==> config.mk <==
export PLATFORM = sky130hd
export DESIGN_NAME = rgb_hex_command_parser_unit
export DESIGN_NICKNAME = d
export VERILOG_FILES = /design/src/hdl/rhcp_pkg.sv /design/src/hdl/rhcp_next.sv /design/src/hdl/rgb_hex_command_parser_unit.sv
export SDC_FILE = /design/constraint.sdc
export NUM_CORES = 1
export LEC_CHECK = 0
export ABC_CLOCK_PERIOD_IN_PS = 2700
export BUFFER_PORTS_ARGS = -buffer_cell sky130_fd_sc_hd__buf_2
export CORE_AREA = 5 5 78 151
export CTS_BUF_LIST = sky130_fd_sc_hd__clkbuf_8
export DETAILED_ROUTE_END_ITERATION = 10
export DIE_AREA = 0 0 83 156
export GPL_ROUTABILITY_DRIVEN = 0
export HOLD_SLACK_MARGIN = 0.03
export PLACE_DENSITY = 0.79
export SYNTH_ARGS = -nofsm -noshare
export SYNTH_HDL_FRONTEND = slang
export SYNTH_HIERARCHICAL = 1
export SYNTH_SLANG_ARGS = --single-unit
==> constraint.sdc <==
create_clock -name clk -period 2.7 [get_ports clk]
set_clock_uncertainty 0.05 [all_clocks]
set_input_delay 0.135 -clock clk [delete_from_list [all_inputs] [get_ports clk]]
set_output_delay 0.135 -clock clk [all_outputs]
set_load 0.02 [all_outputs]
==> src/hdl/rhcp_pkg.sv <==
`default_nettype none
package rhcp_pkg;

	// input operation codes
	localparam logic [1:0] OP_BYTE = 2'd0;
	localparam logic [1:0] OP_TICK = 2'd1;
	localparam logic [1:0] OP_LOAD = 2'd2;

	// parser steps
	localparam logic [4:0] PS_SEARCH  = 5'd0;
	localparam logic [4:0] PS_COMMAND = 5'd1;
	localparam logic [4:0] PS_RED_H   = 5'd2;
	localparam logic [4:0] PS_RED_L   = 5'd3;
	localparam logic [4:0] PS_GREEN_H = 5'd4;
	localparam logic [4:0] PS_GREEN_L = 5'd5;
	localparam logic [4:0] PS_BLUE_H  = 5'd6;
	localparam logic [4:0] PS_BLUE_L  = 5'd7;
	localparam logic [4:0] PS_ADDR_H  = 5'd8;
	localparam logic [4:0] PS_ADDR_L  = 5'd9;
	localparam logic [4:0] PS_END_W   = 5'd10;
	localparam logic [4:0] PS_STUFF_0 = 5'd11;
	localparam logic [4:0] PS_STUFF_1 = 5'd12;
	localparam logic [4:0] PS_STUFF_2 = 5'd13;
	localparam logic [4:0] PS_STUFF_3 = 5'd14;
	localparam logic [4:0] PS_TYPE_H  = 5'd15;
	localparam logic [4:0] PS_TYPE_L  = 5'd16;
	localparam logic [4:0] PS_NEW_H   = 5'd17;
	localparam logic [4:0] PS_NEW_L   = 5'd18;
	localparam logic [4:0] PS_END_I   = 5'd19;

	// button debounce steps
	localparam logic [1:0] BT_RELEASED     = 2'd0;
	localparam logic [1:0] BT_PRESS_SEEN   = 2'd1;
	localparam logic [1:0] BT_PRESSED      = 2'd2;
	localparam logic [1:0] BT_RELEASE_SEEN = 2'd3;

	// command characters
	localparam logic [7:0] CH_PREFIX = 8'h70; // p
	localparam logic [7:0] CH_WRITE  = 8'h77; // w
	localparam logic [7:0] CH_ID     = 8'h69; // i
	localparam logic [7:0] CH_END    = 8'h6F; // o

	// reset values
	localparam logic [7:0] OWN_ADDR_RESET = 8'hFF;
	localparam logic [7:0] RED_RESET      = 8'd128;
	localparam logic [7:0] GREEN_RESET    = 8'd50;
	localparam logic [7:0] BLUE_RESET     = 8'd100;
	localparam logic [7:0] LEVEL_FULL     = 8'hFF;

	typedef struct packed {
		logic [4:0] parse_state;
		logic [7:0] red_stage;
		logic [7:0] green_stage;
		logic [7:0] blue_stage;
		logic [7:0] address_stage;
		logic [7:0] own_address;
		logic       prog_mode;
		logic [1:0] button_state;
		logic [7:0] red_shown;
		logic [7:0] green_shown;
		logic [7:0] blue_shown;
	} lamp_state_t;

	typedef struct packed {
		logic colour_update;
		logic addr_store;
	} lamp_flags_t;

	// case-insensitive hex digit, anything else is 0
	function automatic logic [3:0] hex_value(input logic [7:0] ch);
		logic [3:0] v;
		v = 4'd0;
		if (ch >= 8'h30 && ch <= 8'h39)
			v = ch[3:0];
		else if ((ch >= 8'h41 && ch <= 8'h46) || (ch >= 8'h61 && ch <= 8'h66))
			v = 4'd9 + ch[3:0];
		return v;
	endfunction

endpackage
`default_nettype wire

==> src/hdl/rhcp_next.sv <==
`default_nettype none
module rhcp_next (
	input  wire rhcp_pkg::lamp_state_t cur,
	input  wire logic [1:0]            op,
	input  wire logic [7:0]            data,
	input  wire logic                  button_pressed,
	output rhcp_pkg::lamp_state_t      nxt,
	output rhcp_pkg::lamp_flags_t      flags
);
	import rhcp_pkg::*;

	logic [3:0] digit;
	logic [7:0] hi_val;
	logic [7:0] lo_val;
	logic [7:0] addr_full;

	assign digit     = hex_value(data);
	assign hi_val    = {digit, 4'h0};
	assign lo_val    = {4'h0, digit};
	assign addr_full = cur.address_stage | lo_val;

	always_comb begin
		nxt   = cur;
		flags = '0;
		case (op)
			OP_BYTE: begin
				case (cur.parse_state)
					PS_SEARCH: begin
						if (data == CH_PREFIX)
							nxt.parse_state = PS_COMMAND;
					end
					PS_COMMAND: begin
						if (data == CH_WRITE)
							nxt.parse_state = PS_RED_H;
						else if (data == CH_ID && cur.prog_mode)
							nxt.parse_state = PS_STUFF_0;
						else
							nxt.parse_state = PS_SEARCH;
					end
					PS_RED_H: begin
						nxt.red_stage   = hi_val;
						nxt.parse_state = PS_RED_L;
					end
					PS_RED_L: begin
						nxt.red_stage   = cur.red_stage | lo_val;
						nxt.parse_state = PS_GREEN_H;
					end
					PS_GREEN_H: begin
						nxt.green_stage = hi_val;
						nxt.parse_state = PS_GREEN_L;
					end
					PS_GREEN_L: begin
						nxt.green_stage = cur.green_stage | lo_val;
						nxt.parse_state = PS_BLUE_H;
					end
					PS_BLUE_H: begin
						nxt.blue_stage  = hi_val;
						nxt.parse_state = PS_BLUE_L;
					end
					PS_BLUE_L: begin
						nxt.blue_stage  = cur.blue_stage | lo_val;
						nxt.parse_state = PS_ADDR_H;
					end
					PS_ADDR_H: begin
						nxt.address_stage = hi_val;
						nxt.parse_state   = PS_ADDR_L;
					end
					PS_ADDR_L: begin
						nxt.address_stage = addr_full;
						nxt.parse_state   = (addr_full == cur.own_address) ? PS_END_W : PS_SEARCH;
					end
					PS_END_W: begin
						if (data == CH_END) begin
							nxt.red_shown       = cur.red_stage;
							nxt.green_shown     = cur.green_stage;
							nxt.blue_shown      = cur.blue_stage;
							flags.colour_update = 1'b1;
						end
						nxt.parse_state = PS_SEARCH;
					end
					PS_STUFF_0: nxt.parse_state = PS_STUFF_1;
					PS_STUFF_1: nxt.parse_state = PS_STUFF_2;
					PS_STUFF_2: nxt.parse_state = PS_STUFF_3;
					PS_STUFF_3: nxt.parse_state = PS_TYPE_H;
					PS_TYPE_H:  nxt.parse_state = PS_TYPE_L;
					PS_TYPE_L:  nxt.parse_state = PS_NEW_H;
					PS_NEW_H: begin
						nxt.address_stage = hi_val;
						nxt.parse_state   = PS_NEW_L;
					end
					PS_NEW_L: begin
						nxt.address_stage = addr_full;
						nxt.parse_state   = PS_END_I;
					end
					PS_END_I: begin
						if (data == CH_END) begin
							nxt.own_address     = cur.address_stage;
							flags.addr_store    = 1'b1;
							nxt.red_shown       = '0;
							nxt.green_shown     = '0;
							nxt.blue_shown      = '0;
							flags.colour_update = 1'b1;
							nxt.prog_mode       = 1'b0;
						end
						nxt.parse_state = PS_SEARCH;
					end
					default: nxt.parse_state = PS_SEARCH;
				endcase
			end
			OP_TICK: begin
				case (cur.button_state)
					BT_RELEASED: begin
						if (button_pressed)
							nxt.button_state = BT_PRESS_SEEN;
					end
					BT_PRESS_SEEN: begin
						if (button_pressed) begin
							// toggle mode, white on entry and black on exit
							nxt.prog_mode       = !cur.prog_mode;
							nxt.red_shown       = cur.prog_mode ? 8'h00 : LEVEL_FULL;
							nxt.green_shown     = cur.prog_mode ? 8'h00 : LEVEL_FULL;
							nxt.blue_shown      = cur.prog_mode ? 8'h00 : LEVEL_FULL;
							flags.colour_update = 1'b1;
							nxt.button_state    = BT_PRESSED;
						end else begin
							nxt.button_state = BT_RELEASED;
						end
					end
					BT_PRESSED: begin
						if (!button_pressed)
							nxt.button_state = BT_RELEASE_SEEN;
					end
					default: begin
						nxt.button_state = button_pressed ? BT_PRESSED : BT_RELEASED;
					end
				endcase
			end
			OP_LOAD: nxt.own_address = data;
			default: nxt = cur;
		endcase
	end

endmodule
`default_nettype wire

==> src/hdl/rgb_hex_command_parser_unit.sv <==
`default_nettype none
// a request accepted at the input moves through the input register into the result register
// throughput: one request per cycle unless out_stall holds the result, set by the combinational
//   state update between the input register and the result register
// reset (arst_n low, asynchronous): parser searches for prefix, own address 255,
//   programming mode off, button released, shown colour red 128 green 50 blue 100
module rgb_hex_command_parser_unit (
	input  wire logic       clk,
	input  wire logic       arst_n,
	input  wire logic       in_valid,
	output logic            in_stall,
	input  wire logic [1:0] op,
	input  wire logic [7:0] data,
	input  wire logic       button_pressed,
	output logic            out_valid,
	input  wire logic       out_stall,
	output logic [7:0]      red_level,
	output logic [7:0]      green_level,
	output logic [7:0]      blue_level,
	output logic            colour_update,
	output logic            addr_store,
	output logic [7:0]      own_address_out,
	output logic            programming
);
	import rhcp_pkg::*;

	// input register stage
	logic       valid_s1;
	logic [1:0] op_s1;
	logic [7:0] data_s1;
	logic       pressed_s1;

	// lamp state and result register
	lamp_state_t state_q;
	lamp_state_t state_next;
	lamp_flags_t flags_next;
	logic        out_valid_q;
	lamp_flags_t flags_q;

	logic res_free;   // result register can take a new request this cycle
	logic do_step;    // request in stage 1 moves into the result register
	logic in_take;

	assign res_free = !out_valid_q || !out_stall;
	assign do_step  = valid_s1 && res_free;
	// stage 1 holds while its request cannot move on
	assign in_stall = valid_s1 && !res_free;
	assign in_take  = in_valid && !in_stall;

	always_ff @(posedge clk or negedge arst_n) begin
		if (!arst_n) begin
			valid_s1 <= 1'b0;
		end else if (!in_stall) begin
			valid_s1 <= in_valid;
		end
	end

	// payload of stage 1, loaded only with a fresh request
	always_ff @(posedge clk) begin
		if (in_take) begin
			op_s1      <= op;
			data_s1    <= data;
			pressed_s1 <= button_pressed;
		end
	end

	// parser, debounce and colour update for one request
	rhcp_next u_next (
		.cur            (state_q),
		.op             (op_s1),
		.data           (data_s1),
		.button_pressed (pressed_s1),
		.nxt            (state_next),
		.flags          (flags_next)
	);

	// lamp state advances exactly when a request reaches the result register
	always_ff @(posedge clk or negedge arst_n) begin
		if (!arst_n) begin
			state_q.parse_state   <= PS_SEARCH;
			state_q.red_stage     <= '0;
			state_q.green_stage   <= '0;
			state_q.blue_stage    <= '0;
			state_q.address_stage <= '0;
			state_q.own_address   <= OWN_ADDR_RESET;
			state_q.prog_mode     <= 1'b0;
			state_q.button_state  <= BT_RELEASED;
			state_q.red_shown     <= RED_RESET;
			state_q.green_shown   <= GREEN_RESET;
			state_q.blue_shown    <= BLUE_RESET;
		end else if (do_step) begin
			state_q <= state_next;
		end
	end

	// result valid: set by a finished request, cleared once taken
	always_ff @(posedge clk or negedge arst_n) begin
		if (!arst_n) begin
			out_valid_q <= 1'b0;
		end else if (res_free) begin
			out_valid_q <= valid_s1;
		end
	end

	// per-request flags live with the result
	always_ff @(posedge clk) begin
		if (do_step) begin
			flags_q <= flags_next;
		end
	end

	// the result shows the state left by its request, which the state
	// registers keep until the next request is stepped
	assign out_valid       = out_valid_q;
	assign red_level       = state_q.red_shown;
	assign green_level     = state_q.green_shown;
	assign blue_level      = state_q.blue_shown;
	assign colour_update   = flags_q.colour_update;
	assign addr_store      = flags_q.addr_store;
	assign own_address_out = state_q.own_address;
	assign programming     = state_q.prog_mode;

endmodule
`default_nettype wire
==> results by group <==
Run status
  – Outcome: complete, no violations

Clock tree
  – # H-tree levels: 3
  – CTS Root Buffer Type: clkbuf_8
  – CTS tree: built
  – Maximum buffer depth of the clock tree: 2
  – Clock buffer count from CTS: 9
  – Sink Count: 87
  – Clock slew at reported path FFs: approximately 0.10 ns
  – Worst skew pair latency: ~0.37 ns

Yosys
  – Syn nets: 526
  – Number of flops mapped to enable cells by yosys: 13
  – Async SR Flop Fraction: 85.06%
  – Most used DFF post-synth: dfrtp_1
  – Seq/Total Area, Yosys: between 40% and 50%
  – Avg Cell Area, Syn: ~11 um^2
  – Synth cell types: 63
  – Yosys top cell by area: dfrtp_1
  – Yosys top cell area share: 26.43%
  – Synth warn: 6
  – Cells after Synth: about 500
  – Top area cells in the synthesized netlist: dfrtp_1 26%, mux2_4 19%, dfstp_2 7.1%
  – FF+latch count, synth: 87
  – Post-synthesis cell area: approximately 5600 um^2

Floorplan
  – # IOs: between 50 and 60
  – Die W: about 83 um
  – Die area: around 13000 um^2
  – Starting density of the core: around 53%
  – FP Rows: 53
  – Core area: around 10000 um^2
  – Die height: about 160 um

Worst setup path
  – CP bufs+invs: 1
  – Cell family with the largest share of critical-path delay: compound AO/OA/AOI/OAI gates
  – Flop-to-flop setup slack: 0.11 ns
  – Crit Reg-Reg Endpoint: state_q[68]$_DFFE_PN0P_
  – Worst r2r path cells: 9
  – Crit path required time: between 2 and 3 ns
  – Crit-path slowest cell: edfxtp_1
  – Worst setup SP type: register
  – R2r startpoint: data_s1[0]$_DFFE_PP_
  – Setup CP Type: register to register
  – Worst Path Max Fanout: 6
  – CP Cell Sequence: buf_4, ha_1, o21ba_2, a31o_2, or3_1, a211oi_1, o2111ai_2, o21ai_0, mux2_4
  – WP data arrival: between 2 and 3 ns
  – Crit-path max cell delay: about 0.39 ns
  – Crit path capture type: register

Final layout
  – Nets: 563
  – Final instance area: just over 6000 um^2
  – Most common cell after layout, fill and taps aside: mux2_4
  – ANT cells: 0
  – Synthesis-to-finish area growth: 8.512%
  – Post-Route Utilization: between 50 and 60%
  – Most frequent cells in the layout: 69 x mux2_4, 59 x dfrtp_1, 51 x buf_2
  – Non-filler instance count after layout: between 600 and 700
  – Layout cells sized above 1: around 36%
  – Fillers: between 900 and 1000

Global routing
  – Vias in the first global route: about 4300
  – Largest net degree at the start of global routing: between 70 and 80
  – Initial antenna violation count: 0
  – Grt total ovfl: 0
  – Global-route wire length before repair: around 20000 um
  – Total GRT Usage: 19.26%

Drt
  – Total Routed Length: between 10000 and 15000 um
  – 1st-iter DRT viols: 206
  – Via Count: just over 4000
  – Wire length per cell: approximately 18 um
  – 1st-pass router iterations: 5
  – Final antenna-violating net count: 0
  – Post-route DRC: 0
  – Vias per cell: around 6

STA
  – Fmax: ~390 MHz
  – Period utilization: 96.04%
  – Final min period: between 2 and 3 ns
  – Worst slew margin: 53.79%
  – Setup TNS Final: 0 ns
  – Setup violators final: 0
  – RSZ-0062 raised after global routing: false
  – Final hold violation count: 0
  – Worst slew pin tran: between 0.6 and 0.7 ns
  – Slew Limit Fails: 0

Place
  – Placed Instance Area: 5729 um^2
  – Placed Cells: roughly 660
  – I/O Buffers: 51
  – DP HPWL: between 8000 and 9000 um

Run
  – Max Cap Viol: 0

Pwr
  – PwrDens: 630.9 nW/um^2
  – Leakage: about 0.0028 uW
  – Max VDD drop: roughly 0.34 mV
  – Total Power: roughly 3800 uW

Hold path
  – Class of the worst hold path: input port to asynchronous set/reset pin
==> metal layers <==
metal | global-route usage, % | part of all wire, % | vias up
met5 | 0 | 0 | -
met1 | 19.16 | 37 | 2050
met4 | 9.119 | 3.1 | 0
met2 | 37.60 | 56 | 128
met3 | 3.647 | 4.0 | 28
li1 | - | - | 1913
==> synth_stat cells, types with 11 or more instances <==
| cell | instances |
|---|---|
| mux2_4 | 69 |
| a21oi_1 | 21 |
| nor2_1 | 26 |
| inv_1 | 15 |
| o21ai_0 | 41 |
| dfstp_2 | 15 |
| nand2_1 | 36 |
| dfrtp_1 | 59 |
| a221o_1 | 22 |
| nand3_1 | 11 |
| buf_4 | 32 |
| edfxtp_1 | 13 |
| clkbuf_1 | 20 |
| a22oi_1 | 16 |
==> per-stage QoR <==
stage	hold WS [ns]	setup WS [ns]
after global routing	0.3313	0.001066
after detailed placement	0.1595	0.08669
after floorplan	-0.2106	0.1970
after CTS	0.2994	0.06814
final	0.2976	0.1069
after global placement	0.1563	0.1527
==> power by group <==
| part | switching, uW | leakage, uW | internal [uW] |
|---|---|---|---|
| logic | 576 | 0.00159 | 596 |
| clock network | 488 | 0.0000984 | 365 |
| registers | 227 | 0.00109 | 1570 |
==> repair_timing <==
action | in CTS | in global routing
setup buffers | 0 | 0
endpoints found under the hold margin | 72 | 0
endpoints found under the setup margin | 0 | 17
resized for setup | 0 | 2
hold buffers | 14 | 0
==> registers in the layout, indices dropped and copies added (netlist names) <==
name	count
state_q	39
blue_level	8
data_s1	8
green_level	8
own_address_out	8
red_level	8
op_s1	2
addr_store	1
colour_update	1
out_valid	1
pressed_s1	1
programming	1
valid_s1	1
==> worst max path at each step <==
stage                              start                          to  slack [ns]  cells past startpoint
global placement    data_s1[7]$_DFFE_PP_  green_level[2]$_DFFE_PN0P_        0.15                      7
global route        data_s1[1]$_DFFE_PP_     state_q[68]$_DFFE_PN0P_       0.001                     10
CTS                 data_s1[7]$_DFFE_PP_  green_level[7]$_DFFE_PN0P_        0.07                      7
finish              data_s1[0]$_DFFE_PP_     state_q[68]$_DFFE_PN0P_        0.11                      9
floorplan           data_s1[0]$_DFFE_PP_   blue_level[4]$_DFFE_PN0P_        0.20                      8
detailed placement  data_s1[7]$_DFFE_PP_  green_level[2]$_DFFE_PN0P_        0.09                      7
==> logic make-up (layout without fill, tap and decap cells) <==
family	after synthesis	in the layout	share of synthesized area, %
flops	87	87	40.48
compound gates	127	127	15.75
fa+ha+maj	4	4	0.8513
buf+inv	83	125	10.44
xor+xnor	6	6	0.9409
mux	73	73	19.35
simple gates	128	128	12.19
==> worst min-delay path: cells and delay by family <==
| kind | cells | cell delay (ns) |
|---|---|---|
| buf+inv | 3 | 1.02 |
==> area by class of cell <==
class / instances / area [um^2] / area share (%)
multi-input cells: 338 / 2765 / 45.62
clock inverters: 6 / 43.79 / 0.7225
inverters: 15 / 56.30 / 0.9290
flip-flops and latches: 87 / 2261 / 37.30
well taps: 137 / 171.4 / 2.828
repair buffers: 94 / 625.6 / 10.32
clock buffers: 10 / 137.6 / 2.271
Power figures use the tool's default switching activity.
